--- src/rtl/macd_ema_stream_top_assert.svh ---
// ----------------------------------------------------------------------------
// MACD EMA stream assertion macros
// Concurrent assertion wrappers shared by the block; empty for synthesis.
// ----------------------------------------------------------------------------
`ifndef MACD_EMA_STREAM_TOP_ASSERT_SVH
`define MACD_EMA_STREAM_TOP_ASSERT_SVH

`ifndef SYNTHESIS

// same-cycle implication, disabled during reset
`define MACDEMA_ASSERT_SAME(label, clk, rst, ante, cons, msg) \
  label: assert property (@(posedge clk) disable iff (rst) (ante) |-> (cons)) \
    else $error(msg);

// next-cycle implication, disabled during reset
`define MACDEMA_ASSERT_NEXT(label, clk, rst, ante, cons, msg) \
  label: assert property (@(posedge clk) disable iff (rst) (ante) |=> (cons)) \
    else $error(msg);

`else

`define MACDEMA_ASSERT_SAME(label, clk, rst, ante, cons, msg)
`define MACDEMA_ASSERT_NEXT(label, clk, rst, ante, cons, msg)

`endif

`endif

--- src/rtl/macdema_pkg.sv ---
// ----------------------------------------------------------------------------
// MACD EMA stream package
// Shared widths, register indexes, reset values and divider status type.
// ----------------------------------------------------------------------------
package macdema_pkg;

  // default parameter values
  localparam int PERIOD_MAX_DEF = 256;
  localparam int PRICE_BITS_DEF = 32;

  // divider widths that follow from the defaults
  localparam int ACC_BITS_DEF = PRICE_BITS_DEF + $clog2(PERIOD_MAX_DEF + 1) + 3;
  localparam int DEN_BITS_DEF = $clog2(PERIOD_MAX_DEF + 2);

  // configuration port
  localparam int CFG_INDEX_BITS = 2;
  localparam int CFG_DATA_BITS  = 9;

  localparam logic [CFG_INDEX_BITS-1:0] REG_FAST   = 2'd0;
  localparam logic [CFG_INDEX_BITS-1:0] REG_SLOW   = 2'd1;
  localparam logic [CFG_INDEX_BITS-1:0] REG_SIGNAL = 2'd2;

  localparam int FAST_PERIOD_BITS = 8;
  localparam int SLOW_PERIOD_BITS = 9;
  localparam int SIGNAL_LEN_BITS  = 9;

  localparam logic [FAST_PERIOD_BITS-1:0] FAST_PERIOD_RST = 8'd12;
  localparam logic [SLOW_PERIOD_BITS-1:0] SLOW_PERIOD_RST = 9'd26;
  localparam logic [SIGNAL_LEN_BITS-1:0]  SIGNAL_LEN_RST  = 9'd9;

  // sample counter saturates here
  localparam int                    COUNT_BITS = 10;
  localparam logic [COUNT_BITS-1:0] COUNT_MAX  = 10'd1023;

  // divider status toward the sequencer
  typedef struct packed {
    logic busy;
    logic done;
  } div_status_t;

endpackage

--- src/rtl/macdema_in_if.sv ---
// ----------------------------------------------------------------------------
// MACD EMA stream input channel
// Valid/ready channel carrying one price sample per transaction.
// ----------------------------------------------------------------------------
interface macdema_in_if #(
  parameter int PRICE_BITS = macdema_pkg::PRICE_BITS_DEF
);
  logic                  valid;
  logic                  ready;
  logic [PRICE_BITS-1:0] price;
  logic                  series_start;

  modport source (output valid, output price, output series_start, input ready);
  modport sink (input valid, input price, input series_start, output ready);
endinterface

--- src/rtl/macdema_out_if.sv ---
// ----------------------------------------------------------------------------
// MACD EMA stream result channel
// Valid/ready channel carrying one MACD result per transaction.
// ----------------------------------------------------------------------------
interface macdema_out_if #(
  parameter int PRICE_BITS = macdema_pkg::PRICE_BITS_DEF
);
  logic                       valid;
  logic                       ready;
  logic                       macd_valid;
  logic signed [PRICE_BITS:0]   macd_value;
  logic                       signal_valid;
  logic signed [PRICE_BITS:0]   signal_value;
  logic signed [PRICE_BITS+1:0] histogram_value;
  logic                       period_error;

  modport source (
    output valid, output macd_valid, output macd_value, output signal_valid,
    output signal_value, output histogram_value, output period_error, input ready
  );
  modport sink (
    input valid, input macd_valid, input macd_value, input signal_valid,
    input signal_value, input histogram_value, input period_error, output ready
  );
endinterface

--- src/rtl/macd_ema_stream_top.sv ---
// ----------------------------------------------------------------------------
// MACD EMA stream top level
// Fast and slow price averages, MACD, signal line and histogram per sample.
// ----------------------------------------------------------------------------
// Usage:
//   samples carries one price per transaction; series_start clears the running
//   averages before that price is used. results returns exactly one item per
//   sample with validity flags for MACD and for the signal line/histogram.
//   The user must write periods on the cfg_wr_en/cfg_index/cfg_data port only
//   while idle; the block itself does not enforce this.
// Sequencing:
//   the block takes one sample at a time and drops ready until its result is
//   in the output register. The fast, slow and signal updates use the single
//   shared restoring divider in turn, one quotient bit per cycle. While an
//   average is still summing its seed it skips the divider; an item with a
//   period error skips all three updates and goes straight to the output.
// Reset:
//   synchronous rst restores the default periods (12, 26, 9) and clears the
//   sample count and all three accumulators.
// Stall:
//   a finished result waits in the output register; the next sample may be
//   accepted and computed meanwhile, and the sequencer holds before writing
//   its result until the register has been taken.
// ----------------------------------------------------------------------------
`include "macd_ema_stream_top_assert.svh"

module macd_ema_stream_top #(
  parameter int PERIOD_MAX = macdema_pkg::PERIOD_MAX_DEF,
  parameter int PRICE_BITS = macdema_pkg::PRICE_BITS_DEF
) (
  input  logic                                   clk,
  input  logic                                   rst,
  macdema_in_if.sink                             samples,
  macdema_out_if.source                          results,
  input  logic                                   cfg_wr_en,
  input  logic [macdema_pkg::CFG_INDEX_BITS-1:0] cfg_index,
  input  logic [macdema_pkg::CFG_DATA_BITS-1:0]  cfg_data
);
  import macdema_pkg::*;

  localparam int PW       = $clog2(PERIOD_MAX + 1);
  localparam int DEN_BITS = $clog2(PERIOD_MAX + 2);
  localparam int CMPW     = ((PW > COUNT_BITS) ? PW : COUNT_BITS) + 1;
  localparam int ACC_BITS = PRICE_BITS + PW + 3;

  localparam logic signed [ACC_BITS-1:0] MACD_HI =
    {{(ACC_BITS - PRICE_BITS){1'b0}}, {PRICE_BITS{1'b1}}};
  localparam logic signed [ACC_BITS-1:0] MACD_LO =
    {{(ACC_BITS - PRICE_BITS){1'b1}}, {PRICE_BITS{1'b0}}};

  typedef enum logic [2:0] {S_IDLE, S_PREP, S_DIV, S_MACD, S_OUT} state_t;
  typedef enum logic [1:0] {U_FAST, U_SLOW, U_SIG} unit_t;

  // register value 0 counts as 1, values above the maximum are clamped
  function automatic logic [PW-1:0] eff_period(input logic [CFG_DATA_BITS-1:0] r);
    logic [PW-1:0] e;
    if (r == '0) e = PW'(1);
    else if (int'(r) > PERIOD_MAX) e = PW'(PERIOD_MAX);
    else e = PW'(r);
    return e;
  endfunction

  // configuration registers
  logic [FAST_PERIOD_BITS-1:0] fast_period;
  logic [SLOW_PERIOD_BITS-1:0] slow_period;
  logic [SIGNAL_LEN_BITS-1:0]  signal_len;

  // sequencer and running state
  state_t                     state;
  unit_t                      unit;
  logic [COUNT_BITS-1:0]      count;
  logic signed [ACC_BITS-1:0] fast_acc;
  logic signed [ACC_BITS-1:0] slow_acc;
  logic signed [ACC_BITS-1:0] sig_acc;
  logic [PRICE_BITS-1:0]      price_q;
  logic                       item_err;
  logic                       addback;
  logic signed [PRICE_BITS:0] macd_q;

  // output register
  logic                         out_valid;
  logic                         out_mv;
  logic signed [PRICE_BITS:0]   out_macd;
  logic                         out_sv;
  logic signed [PRICE_BITS:0]   out_sig;
  logic signed [PRICE_BITS+1:0] out_hist;
  logic                         out_perr;

  logic [PW-1:0]   fast_eff;
  logic [PW-1:0]   slow_eff;
  logic [PW-1:0]   sig_eff;
  logic            period_err_now;
  logic [CMPW-1:0] count_ext;
  logic [CMPW-1:0] k_pos;
  logic            macd_on;
  logic            sig_on;
  logic            accept;

  logic [COUNT_BITS-1:0] count_base;
  logic [COUNT_BITS-1:0] count_inc;

  logic signed [ACC_BITS-1:0] acc_cur;
  logic signed [ACC_BITS-1:0] x_cur;
  logic [CMPW-1:0]            pos_cur;
  logic [PW-1:0]              n_cur;
  logic signed [ACC_BITS-1:0] sum_cur;
  logic signed [ACC_BITS-1:0] diff2;
  logic                       pos_lt;
  logic                       pos_eq;
  logic [DEN_BITS-1:0]        n_den;
  logic [DEN_BITS-1:0]        div_den;
  logic signed [ACC_BITS-1:0] div_num;
  logic                       div_start;
  logic signed [ACC_BITS-1:0] div_quot;
  div_status_t                div_stat;
  logic signed [ACC_BITS-1:0] div_update;

  state_t                     adv_state;
  unit_t                      adv_unit;
  logic signed [ACC_BITS-1:0] macd_diff;
  logic signed [ACC_BITS-1:0] macd_sat;
  logic signed [PRICE_BITS+1:0] hist_now;

  // configuration writes; indexes past the list are ignored
  always_ff @(posedge clk) begin
    if (rst) begin
      fast_period <= FAST_PERIOD_RST;
      slow_period <= SLOW_PERIOD_RST;
      signal_len  <= SIGNAL_LEN_RST;
    end else if (cfg_wr_en) begin
      unique case (cfg_index)
        REG_FAST:   fast_period <= cfg_data[FAST_PERIOD_BITS-1:0];
        REG_SLOW:   slow_period <= cfg_data[SLOW_PERIOD_BITS-1:0];
        REG_SIGNAL: signal_len  <= cfg_data[SIGNAL_LEN_BITS-1:0];
        default: ;
      endcase
    end
  end

  // effective periods and series position checks
  assign fast_eff       = eff_period(CFG_DATA_BITS'(fast_period));
  assign slow_eff       = eff_period(CFG_DATA_BITS'(slow_period));
  assign sig_eff        = eff_period(CFG_DATA_BITS'(signal_len));
  assign period_err_now = fast_eff >= slow_eff;
  assign count_ext      = CMPW'(count);
  assign macd_on        = count_ext >= CMPW'(slow_eff);
  assign k_pos          = count_ext - CMPW'(slow_eff) + CMPW'(1);
  assign sig_on         = macd_on && (k_pos >= CMPW'(sig_eff));

  assign accept = samples.valid && samples.ready;
  assign samples.ready = (state == S_IDLE);

  // sample count after an optional series clear
  assign count_base = samples.series_start ? '0 : count;
  assign count_inc  = (count_base < COUNT_MAX) ? count_base + COUNT_BITS'(1) : count_base;

  // operand select for the unit being updated
  always_comb begin
    acc_cur = fast_acc;
    x_cur   = signed'({{(ACC_BITS - PRICE_BITS){1'b0}}, price_q});
    pos_cur = count_ext;
    n_cur   = fast_eff;
    unique case (unit)
      U_FAST: ;
      U_SLOW: begin
        acc_cur = slow_acc;
        n_cur   = slow_eff;
      end
      U_SIG: begin
        acc_cur = sig_acc;
        x_cur   = signed'({{(ACC_BITS - PRICE_BITS - 1){macd_q[PRICE_BITS]}}, macd_q});
        pos_cur = k_pos;
        n_cur   = sig_eff;
      end
      default: ;
    endcase
  end

  // seed sum, seed mean or ema step
  assign sum_cur   = acc_cur + x_cur;
  assign diff2     = (x_cur - acc_cur) <<< 1;
  assign pos_lt    = pos_cur < CMPW'(n_cur);
  assign pos_eq    = pos_cur == CMPW'(n_cur);
  assign n_den     = DEN_BITS'(n_cur);
  assign div_den   = pos_eq ? n_den : n_den + DEN_BITS'(1);
  assign div_num   = pos_eq ? sum_cur : diff2;
  assign div_start = (state == S_PREP) && !pos_lt;
  assign div_update = addback ? acc_cur + div_quot : div_quot;

  macdema_div #(
    .NUM_BITS (ACC_BITS),
    .DEN_BITS (DEN_BITS)
  ) u_div (
    .clk    (clk),
    .rst    (rst),
    .start  (div_start),
    .num    (div_num),
    .den    (div_den),
    .quot   (div_quot),
    .status (div_stat)
  );

  // where the sequence goes once the current unit is written
  always_comb begin
    adv_state = S_PREP;
    adv_unit  = U_SLOW;
    unique case (unit)
      U_FAST: ;
      U_SLOW: begin
        adv_state = macd_on ? S_MACD : S_OUT;
        adv_unit  = U_SLOW;
      end
      U_SIG: begin
        adv_state = S_OUT;
        adv_unit  = U_SIG;
      end
      default: ;
    endcase
  end

  // saturated macd and histogram
  assign macd_diff = fast_acc - slow_acc;
  always_comb begin
    macd_sat = macd_diff;
    if (macd_diff < MACD_LO) macd_sat = MACD_LO;
    else if (macd_diff > MACD_HI) macd_sat = MACD_HI;
  end
  assign hist_now = signed'({macd_q[PRICE_BITS], macd_q})
                  - signed'(sig_acc[PRICE_BITS+1:0]);

  // sequencer, running state and output register
  always_ff @(posedge clk) begin
    if (rst) begin
      state     <= S_IDLE;
      unit      <= U_FAST;
      count     <= '0;
      fast_acc  <= '0;
      slow_acc  <= '0;
      sig_acc   <= '0;
      item_err  <= 1'b0;
      addback   <= 1'b0;
      out_valid <= 1'b0;
    end else begin
      // taken result frees the register unless a new one is written now
      if (results.valid && results.ready && state != S_OUT) out_valid <= 1'b0;
      unique case (state)
        S_IDLE: begin
          if (samples.valid) begin
            price_q  <= samples.price;
            item_err <= period_err_now;
            unit     <= U_FAST;
            if (samples.series_start) begin
              fast_acc <= '0;
              slow_acc <= '0;
              sig_acc  <= '0;
            end
            if (!period_err_now) count <= count_inc;
            else if (samples.series_start) count <= '0;
            state <= period_err_now ? S_OUT : S_PREP;
          end
        end
        S_PREP: begin
          addback <= !pos_eq;
          if (pos_lt) begin
            unique case (unit)
              U_FAST:  fast_acc <= sum_cur;
              U_SLOW:  slow_acc <= sum_cur;
              U_SIG:   sig_acc  <= sum_cur;
              default: ;
            endcase
            unit  <= adv_unit;
            state <= adv_state;
          end else begin
            state <= S_DIV;
          end
        end
        S_DIV: begin
          if (div_stat.done) begin
            unique case (unit)
              U_FAST:  fast_acc <= div_update;
              U_SLOW:  slow_acc <= div_update;
              U_SIG:   sig_acc  <= div_update;
              default: ;
            endcase
            unit  <= adv_unit;
            state <= adv_state;
          end
        end
        S_MACD: begin
          macd_q <= macd_sat[PRICE_BITS:0];
          unit   <= U_SIG;
          state  <= S_PREP;
        end
        S_OUT: begin
          if (!out_valid || results.ready) begin
            out_valid <= 1'b1;
            out_perr  <= item_err;
            out_mv    <= !item_err && macd_on;
            out_sv    <= !item_err && sig_on;
            out_macd  <= (!item_err && macd_on) ? macd_q : '0;
            out_sig   <= (!item_err && sig_on) ? signed'(sig_acc[PRICE_BITS:0]) : '0;
            out_hist  <= (!item_err && sig_on) ? hist_now : '0;
            state     <= S_IDLE;
          end
        end
        default: state <= S_IDLE;
      endcase
    end
  end

  // result channel
  assign results.valid           = out_valid;
  assign results.macd_valid      = out_mv;
  assign results.macd_value      = out_macd;
  assign results.signal_valid    = out_sv;
  assign results.signal_value    = out_sig;
  assign results.histogram_value = out_hist;
  assign results.period_error    = out_perr;

  // checks
  `MACDEMA_ASSERT_SAME(a_div_busy, clk, rst, div_stat.busy, state == S_DIV, "div busy")
  `MACDEMA_ASSERT_NEXT(a_err_out, clk, rst, accept && period_err_now, state == S_OUT, "err path")
  `MACDEMA_ASSERT_NEXT(a_count, clk, rst, accept && !period_err_now, count != '0, "count zero")
  `MACDEMA_ASSERT_SAME(a_sig_macd, clk, rst, out_valid && out_sv, out_mv, "signal w/o macd")
  `MACDEMA_ASSERT_SAME(a_err_flags, clk, rst, out_valid && out_perr, !out_mv && !out_sv, "err flags")

endmodule

--- src/rtl/macdema_div.sv ---
// ----------------------------------------------------------------------------
// MACD EMA stream divider
// Radix-2 restoring divider, one quotient bit per cycle, rounding the signed
// quotient to nearest with ties away from zero.
// ----------------------------------------------------------------------------
module macdema_div #(
  parameter int NUM_BITS = macdema_pkg::ACC_BITS_DEF,
  parameter int DEN_BITS = macdema_pkg::DEN_BITS_DEF
) (
  input  logic                       clk,
  input  logic                       rst,
  input  logic                       start,
  input  logic signed [NUM_BITS-1:0] num,
  input  logic        [DEN_BITS-1:0] den,
  output logic signed [NUM_BITS-1:0] quot,
  output macdema_pkg::div_status_t   status
);
  import macdema_pkg::*;

  localparam int CNT_BITS = $clog2(NUM_BITS + 1);

  logic                busy;
  logic                fin;
  logic                done;
  logic [CNT_BITS-1:0] cnt;
  logic [DEN_BITS-1:0] rem;
  logic [DEN_BITS-1:0] den_q;
  logic [NUM_BITS-1:0] quo;
  logic                neg;

  logic [NUM_BITS-1:0] num_abs;
  logic [NUM_BITS-1:0] mag;
  logic [DEN_BITS:0]   trial;
  logic                fits;

  // magnitude plus half the divisor gives round-half-away after truncation
  assign num_abs = num[NUM_BITS-1] ? NUM_BITS'(-num) : NUM_BITS'(num);
  assign mag     = num_abs + NUM_BITS'(den >> 1);

  // one restoring step
  assign trial = {rem, quo[NUM_BITS-1]};
  assign fits  = trial >= {1'b0, den_q};

  always_ff @(posedge clk) begin
    if (rst) begin
      busy <= 1'b0;
      fin  <= 1'b0;
      done <= 1'b0;
    end else begin
      // last quotient bit, then the signed result in the cycle after
      fin  <= busy && !start && (cnt == CNT_BITS'(1));
      done <= fin;
      if (start) begin
        busy  <= 1'b1;
        neg   <= num[NUM_BITS-1];
        quo   <= mag;
        rem   <= '0;
        den_q <= den;
        cnt   <= CNT_BITS'(NUM_BITS);
      end else if (busy) begin
        rem <= fits ? DEN_BITS'(trial - {1'b0, den_q}) : trial[DEN_BITS-1:0];
        quo <= {quo[NUM_BITS-2:0], fits};
        cnt <= cnt - CNT_BITS'(1);
        if (cnt == CNT_BITS'(1)) busy <= 1'b0;
      end
      // apply the sign once all bits are in
      if (fin) quot <= neg ? signed'(-quo) : signed'(quo);
    end
  end

  assign status.busy = busy;
  assign status.done = done;

endmodule
--- src/flat_wrapper.sv ---
// flat-port wrapper written by rule: the top's interface ports become plain ports
module macd_ema_stream_top_flat import macdema_pkg::*;
#(
  parameter int PERIOD_MAX = macdema_pkg::PERIOD_MAX_DEF,
  parameter int PRICE_BITS = macdema_pkg::PRICE_BITS_DEF
)
  (clk, rst, cfg_wr_en, cfg_index, cfg_data, samples_valid, samples_price, samples_series_start, samples_ready, results_valid, results_macd_valid, results_macd_value, results_signal_valid, results_signal_value, results_histogram_value, results_period_error, results_ready);
  macdema_in_if #(.PRICE_BITS(PRICE_BITS)) samples_i ();
  macdema_out_if #(.PRICE_BITS(PRICE_BITS)) results_i ();
  input  logic clk;
  input  logic rst;
  input  logic cfg_wr_en;
  input  logic [macdema_pkg::CFG_INDEX_BITS-1:0] cfg_index;
  input  logic [macdema_pkg::CFG_DATA_BITS-1:0] cfg_data;
  input wire logic [$bits(samples_i.valid)-1:0] samples_valid;
  input wire logic [$bits(samples_i.price)-1:0] samples_price;
  input wire logic [$bits(samples_i.series_start)-1:0] samples_series_start;
  output wire logic [$bits(samples_i.ready)-1:0] samples_ready;
  output wire logic [$bits(results_i.valid)-1:0] results_valid;
  output wire logic [$bits(results_i.macd_valid)-1:0] results_macd_valid;
  output wire logic [$bits(results_i.macd_value)-1:0] results_macd_value;
  output wire logic [$bits(results_i.signal_valid)-1:0] results_signal_valid;
  output wire logic [$bits(results_i.signal_value)-1:0] results_signal_value;
  output wire logic [$bits(results_i.histogram_value)-1:0] results_histogram_value;
  output wire logic [$bits(results_i.period_error)-1:0] results_period_error;
  input wire logic [$bits(results_i.ready)-1:0] results_ready;
  assign samples_i.valid = samples_valid;
  assign samples_i.price = samples_price;
  assign samples_i.series_start = samples_series_start;
  assign samples_ready = samples_i.ready;
  assign results_valid = results_i.valid;
  assign results_macd_valid = results_i.macd_valid;
  assign results_macd_value = results_i.macd_value;
  assign results_signal_valid = results_i.signal_valid;
  assign results_signal_value = results_i.signal_value;
  assign results_histogram_value = results_i.histogram_value;
  assign results_period_error = results_i.period_error;
  assign results_i.ready = results_ready;
  macd_ema_stream_top #(.PERIOD_MAX(PERIOD_MAX), .PRICE_BITS(PRICE_BITS)) u_core (.clk(clk), .rst(rst), .samples(samples_i), .results(results_i), .cfg_wr_en(cfg_wr_en), .cfg_index(cfg_index), .cfg_data(cfg_data));
endmodule
--- config.mk ---
export PLATFORM = sky130hd
export DESIGN_NAME = macd_ema_stream_top_flat
export DESIGN_NICKNAME = d
export VERILOG_FILES = /design/src/rtl/macdema_pkg.sv /design/src/rtl/macdema_in_if.sv /design/src/rtl/macdema_out_if.sv /design/src/rtl/macd_ema_stream_top.sv /design/src/rtl/macdema_div.sv /design/src/flat_wrapper.sv
export VERILOG_INCLUDE_DIRS = /design/src /design/src/rtl
export SDC_FILE = /design/constraint.sdc
export NUM_CORES = 2
export LEC_CHECK = 0
export BUFFER_PORTS_ARGS = -buffer_cell sky130_fd_sc_hd__clkbuf_2
export CORE_ASPECT_RATIO = 0.9
export CORE_MARGIN = 4
export CORE_UTILIZATION = 60
export CTS_CLUSTER_SIZE = 20
export DETAILED_ROUTE_END_ITERATION = 6
export PLACE_DENSITY = 0.78
export SLEW_MARGIN = 5
export SYNTH_ARGS = -nofsm -noshare
export SYNTH_HDL_FRONTEND = slang
export SYNTH_SLANG_ARGS = --single-unit
--- constraint.sdc ---
create_clock -name clk -period 17.7 [get_ports clk]
set_input_delay 3.54 -clock clk [delete_from_list [all_inputs] [get_ports clk]]
set_output_delay 3.54 -clock clk [all_outputs]
set_load 0.01 [all_outputs]
=== Word-level counts from Yosys, hierarchy flattened ===
Index checks and enable logic that the tools add are counted.

* Bitwise logic cells: 1
* Equal/unequal tests: 22
* Mux-type cells: 59
* Reduce and logical (&&, ||, !) cells: 38
* Add/sub/neg operators: 14
* Order comparisons: 10

{| class="wikitable"
|+ Operators by type and width
! operator !! number
|-
| 44-bit 2-to-1 mux || 21
|-
| 44-bit case mux with 3 select lines || 3
|-
| 44-bit adder || 2
|-
| 44-bit negator || 2
|-
| 44-bit case mux with 2 select lines || 1
|-
| 9-bit 2-to-1 mux || 7
|-
| 44-bit by 8-bit adder with 44-bit output || 1
|-
| 44-bit by 33-bit greater-than comparator with 1-bit output, second input constant || 1
|-
| 44-bit by 33-bit less-than comparator with 1-bit output, second input constant || 1
|-
| 44-bit subtractor || 1
|-
| 43-bit subtractor || 1
|-
| 33-bit by 34-bit subtractor with 34-bit output || 1
|-
| 33-bit 2-to-1 mux || 1
|-
| 10-bit 2-to-1 mux || 3
|-
| 7-bit AND reduction || 3
|-
| 10-bit by 9-bit >= comparator with 1-bit output || 2
|-
| 9-bit greater-than comparator, second input constant || 2
|-
| 9-bit logical NOT || 2
|-
| 3-bit 2-to-1 mux || 6
|-
| 9-bit case mux with 2 select lines || 1
|-
| 2-bit inequality test, second input constant || 8
|-
| 2-bit AND reduction || 8
|-
| 3-bit case mux with 5 select lines || 1
|-
| 11-bit by 1-bit adder with 11-bit output, second input constant || 1
|-
| other kinds (37) || 64
|}

* Output and inout port bits: 105
* Register bits after elaboration: 460
* Input port bits: 49

=== Logic depth before layout (Yosys ltp) ===
* Word-level depth: 12
* Gate-level depth with buffers: 44

=== Cells and area by module ===
A second synthesis with hierarchy kept.

* Cells, all modules: 4017
* Area total of the unflattened synthesis: 35011.1 µm²

{| class="wikitable"
|+ By module, submodules not included
! module !! area an instance (µm²) !! seq. area each (µm²) !! cells an instance !! times used
|-
| macd_ema_stream_top || 27129.8 || 8568.2 || 3270 || 1
|-
| macdema_div || 7881.3 || 3453.3 || 747 || 1
|}

=== Least setup slack after synthesis ===
Ideal clock, no wire load.

* Path type: in2reg
* From: input port rst
* To: register u_core.out_hist[0] (netlist: u_core.results.histogram_value[0]), enable pin
* Data required time: 17.008 ns
* Data arrival time: 11.109 ns
* Stages: 4
* Setup slack: 5.899 ns
* Cell sequence: clkbuf_1 clkbuf_1 clkbuf_1 nor3_1

* Word-level cells in the longest chain between the ends: 2

{| class="wikitable"
|+ Ends and longest elaborated chain
! item !! line !! source
|-
| start, declared || flat_wrapper.sv:11 || <nowiki>input logic rst;</nowiki>
|-
| 1-bit NOT (no line) || -- ||
|-
| 3-bit AND reduction (no line) || -- ||
|-
| end signal, assigned || macd_ema_stream_top.sv:302 || <nowiki>out_hist <= (!item_err && sig_on) ? hist_now : '0;</nowiki>
|-
| end, declared || macd_ema_stream_top.sv:86 || <nowiki>logic signed [PRICE_BITS+1:0] out_hist;</nowiki>
|}

No other way between the ends.
A chain may end at the register's enable or synchronous reset.

=== Final worst setup path ===
* From: register u_core.slow_period[8]
* To: register u_core.u_div.quo[40] (data pin)

* Word-level cells in the longest chain between the ends: 12
* Elaborated cells on any way between the ends: 19
* Those cells by class: add/sub (5); order compare (2); eq/ne (1); mux (8); reduce/logical (3)

{| class="wikitable"
|+ Ends and longest elaborated chain
! item !! line !! source
|-
| start, declared || macd_ema_stream_top.sv:65 || <nowiki>logic [SLOW_PERIOD_BITS-1:0] slow_period;</nowiki>
|-
| start signal, assigned || macd_ema_stream_top.sv:133 || <nowiki>REG_SLOW: slow_period <= cfg_data[SLOW_PERIOD_BITS-1:0];</nowiki>
|-
| 9-bit greater-than comparator || macd_ema_stream_top.sv:58 || <nowiki>else if (int'(r) > PERIOD_MAX) e = PW'(PERIOD_MAX);</nowiki>
|-
| 9-bit 2-to-1 mux || macd_ema_stream_top.sv:58 ||
|-
| 9-bit 2-to-1 mux * || macd_ema_stream_top.sv:57 || <nowiki>if (r == '0) e = PW'(1);</nowiki>
|-
| 10-bit by 9-bit subtractor with 11-bit output || macd_ema_stream_top.sv:147 || <nowiki>assign k_pos = count_ext - CMPW'(slow_eff) + CMPW'(1);</nowiki>
|-
| 11-bit by 1-bit adder with 11-bit output || macd_ema_stream_top.sv:147 ||
|-
| 11-bit 2-to-1 mux || macd_ema_stream_top.sv:163 || <nowiki>unique case (unit)</nowiki>
|-
| 11-bit by 9-bit == test with 1-bit output || macd_ema_stream_top.sv:183 || <nowiki>assign pos_eq = pos_cur == CMPW'(n_cur);</nowiki>
|-
| 44-bit 2-to-1 mux || macd_ema_stream_top.sv:186 || <nowiki>assign div_num = pos_eq ? sum_cur : diff2;</nowiki>
|-
| 44-bit negator || macdema_div.sv:37 || <nowiki>assign num_abs = num[NUM_BITS-1] ? NUM_BITS'(-num) : NUM_BITS'(num);</nowiki>
|-
| 44-bit 2-to-1 mux || macdema_div.sv:37 ||
|-
| 44-bit by 8-bit adder with 44-bit output || macdema_div.sv:38 || <nowiki>assign mag = num_abs + NUM_BITS'(den >> 1);</nowiki>
|-
| 44-bit 2-to-1 mux * || macdema_div.sv:53 || <nowiki>if (start) begin</nowiki>
|-
| end signal, assigned || macdema_div.sv:56 || <nowiki>quo <= mag;</nowiki>
|-
| end signal, assigned || macdema_div.sv:62 || <nowiki>quo <= {quo[NUM_BITS-2:0], fits};</nowiki>
|-
| end, declared || macdema_div.sv:28 || <nowiki>logic [NUM_BITS-1:0] quo;</nowiki>
|}

Every way passes the cells marked *; elsewhere a longest branch is shown, timed or not.

==> out/metrics.csv <==
metric;value;unit
Vias/cell;6.62;
largest net degree at the start of global routing;87;
slowest CP cell;nor2_1;
actual slew at the worst max-slew pin;1.20;ns
final setup fails;0;
initial antenna violation count;2;
r2r startpoint;u_core.slow_period[8]$_SDFFE_PP0P_;
most frequent cells after synthesis;nor2_1, a21oi_1, edfxtp_1;
Worst Path Required;18.04;ns
Reg area;12000;µm²
die width;268;µm
crit path from;u_core.slow_period[8]$_SDFFE_PP0P_;
Global Route met2 Usage;53.9;%
post-synth net total;4659;
Max IR drop VDD;0.0889;mV
CTS tree;built;
Worst-path clk slew;0.06;ns
Static Leak;15.5;nW
Worst Path Arrival;9.51;ns
Resize count post-CTS;0;
Flop pwr share;26.2;%
remaining global-route overflow;0;
via count;34300;
Internal Power;0.00272;W
synthesis-to-finish area growth;7.97;%
critical path launch point type;register;
ANT nets after route;0;
share of cells above drive strength 1;9.22;%
WL final;121000;µm
Hold Path Origin;u_core.u_div.busy$_SDFF_PP0_;
Die Area;65000;µm²
Final TNS setup;0;ns
post-synthesis cell area;36600;µm²
CTS sink count;460;
RSZ-0062 raised after global routing;no;
warning count from the yosys run;0;
GR peak layer;met2;
top-count cell post-synth;nor2_1;
IO Count;154;
Post-CTS Hold Buffers;0;
outcome;completed;
vias in the first global route;31300;
ANT cells;0;
Switching Share;44.9;%
hold endpoint;u_core.u_div.busy$_SDFF_PP0_;
min Tclk post-route;9.16;ns
period utilisation layout;51.8;%
Synth Register Bits;460;
share of the synthesized area in the top cell type;23.1;%
average size of a mapped cell;8.47;µm²
Initial Utilization;60.9;%
# rows;85;
TritonCTS Buffers;48;
Relative slew margins;19.2;%
pwr/cell area;125;nW/µm²
NetSw;0.00222;W
sequential share of the synthesized area;32.9;%
Max clock buf depth;3;
Tightest Hold Check Type;reg -> reg;
Layout Skew;0.0376;ns
pins over their slew limit;0;
Cells on Worst Hold Path;2;
met3 Use GR;8.00;%
top post-synthesis cells by area;edfxtp_1, dfxtp_1, ha_1, nor2_1, xnor2_1;
Yosys cell types;108;
setup bufs post-CTS;0;
number of hold violations in the final report;0;
maximum fanout along the worst path;39;
multi-input logic area;22900;µm²
RePlAce Congestion;1.10;
Placed Cells;5086;
CTS H-Tree Depth;2;
Peak Freq;109;MHz
Critical Path Sink Type;register;
Worst R2R End;u_core.u_div.quo[40]$_DFFE_PP_;
clock power share;21.0;%
ys flop type;edfxtp_1;
Crit Path Category;reg -> reg;
maxcap violations;0;
final core utilization;65.7;%
DR WL/cell;23.4;µm
Cells after Synth;4322;
GRT met1 Usage;50.1;%
R2R cell count;38;
first-pass GRT wire length;183000;µm
Most common cell on crit path;nor2_1;
clock root buffer;clkbuf_16;
Post-Layout Cell Count;5176;
Fillers;5039;
Tot Pwr;0.00493;W
First-pass DRT Iterations;7;
Core Footprint;60100;µm²
Critical Path Max Stage Delay;0.74;ns
Final nets;4690;
GRT Resource Usage Total;35.7;%
largest area contributor in the netlist;edfxtp_1;
die height;242;µm
DRC Markers;0;
PortBufs;153;
FF-to-FF setup slack;8.54;ns
Post-synth EDFFs;281;
Gate power share;52.9;%
DPL Wire Length;93800;µm
1st-iter DRT viols;4237;
post-synthesis async set-or-reset flop share;0;%
latest clock arrival within the worst-skew pair;0.62;ns
## stage by stage
stage / setup slack (ns) / area (µm²) / hold slack (ns)
after floorplan: 5.90 / 36600 / 0.430
after global placement: 8.94 / 37900 / 0.454
after detailed placement: 8.78 / 37900 / 0.474
after CTS: 8.71 / 39500 / 0.487
after global routing: 7.85 / 39500 / 0.514
final: 8.54 / 39500 / 0.483
## power by group through the flow
stage | combinational (W) | clock [W] | sequential [W]
after floorplan | 0.00184 | 0 | 0.00129
after global placement | 0.00246 | 0 | 0.00131
after detailed placement | 0.00250 | 0 | 0.00131
after CTS | 0.00251 | 0.00104 | 0.00129
after global routing | 0.00280 | 0.00109 | 0.00129
final | 0.00261 | 0.00103 | 0.00129
## cells by family after synthesis
| kind of cell | synth area share [%] |
|---|---|
| and+or+nand+nor | 19.4 |
| AOI/OAI and AO/OA | 22.0 |
| buffers and inverters | 4.97 |
| DFF | 32.9 |
| xor gates and xnor gates | 7.42 |
| adders and majority gates | 10.1 |
| muxes | 3.33 |
## per-layer routing
metal	share of wire, %	routed length [µm]	vias up
li1	-	-	15800
met1	40	48700	16200
met2	43	51900	1923
met3	12	14900	301
met4	4.5	5400	4
met5	0.022	27	-
## area by class of cell
cell class | instances | area share [%]
Timing Repair Buffer | 193 | 2.71
Clock inverter | 27 | 0.744
Multi-Input combinational cell | 3395 | 57.9
Tap cell | 783 | 2.48
Clock buffer | 63 | 3.29
Sequential cell | 460 | 30.4
Inverter | 255 | 2.42
## how the worst max path moves through the flow
stage                                                      endpoint  cells past startpoint
floorplan           u_core.results.histogram_value[0]$_SDFFCE_PN0P_                      4
global placement                     u_core.u_div.quo[41]$_DFFE_PP_                     37
detailed placement                   u_core.u_div.quo[40]$_DFFE_PP_                     38
CTS                                  u_core.u_div.quo[40]$_DFFE_PP_                     38
global route                         u_core.u_div.quo[40]$_DFFE_PP_                     37
finish                               u_core.u_div.quo[40]$_DFFE_PP_                     38
## sequential cells by signal (all words and copies together) (netlist names), 2 cells and up
name,count
u_core.u_div.den_q,9
u_core.fast_period,8
u_core.state,3
u_core.slow_acc,44
u_core.count,10
u_core.price_q,32
u_core.sig_acc,44
u_core.fast_acc,44
u_core.macd_q,33
u_core.slow_period,9
u_core.signal_len,9
u_core.u_div.quot,44
u_core.results.signal_value,33
u_core.results.histogram_value,34
u_core.u_div.cnt,6
u_core.u_div.quo,44
u_core.u_div.rem,9
u_core.results.macd_value,33
u_core.unit,2
## worst max-delay path: cells and delay by family, from the launching register on
kind	cells	cell delay, ns
compound gates	12	1.96
simple gates	14	3.69
fa+ha+maj	4	1.12
buf+inv	5	1.05
flops	1	0.53
xor+xnor	2	0.18
mux	1	0.28
## cells in the final DEF, fill, tap and decap left out, types with 94 or more instances in the layout
cell type    n
inv_1      248
xnor2_1    221
nand2_1    278
edfxtp_1   281
a211oi_1   120
clkbuf_2   152
nor3_1     123
o21ai_0    218
a21oi_1    297
nor2_1     560
a21o_1      94
ha_1       274
dfxtp_1    178
(Power assumes the default switching activity.)
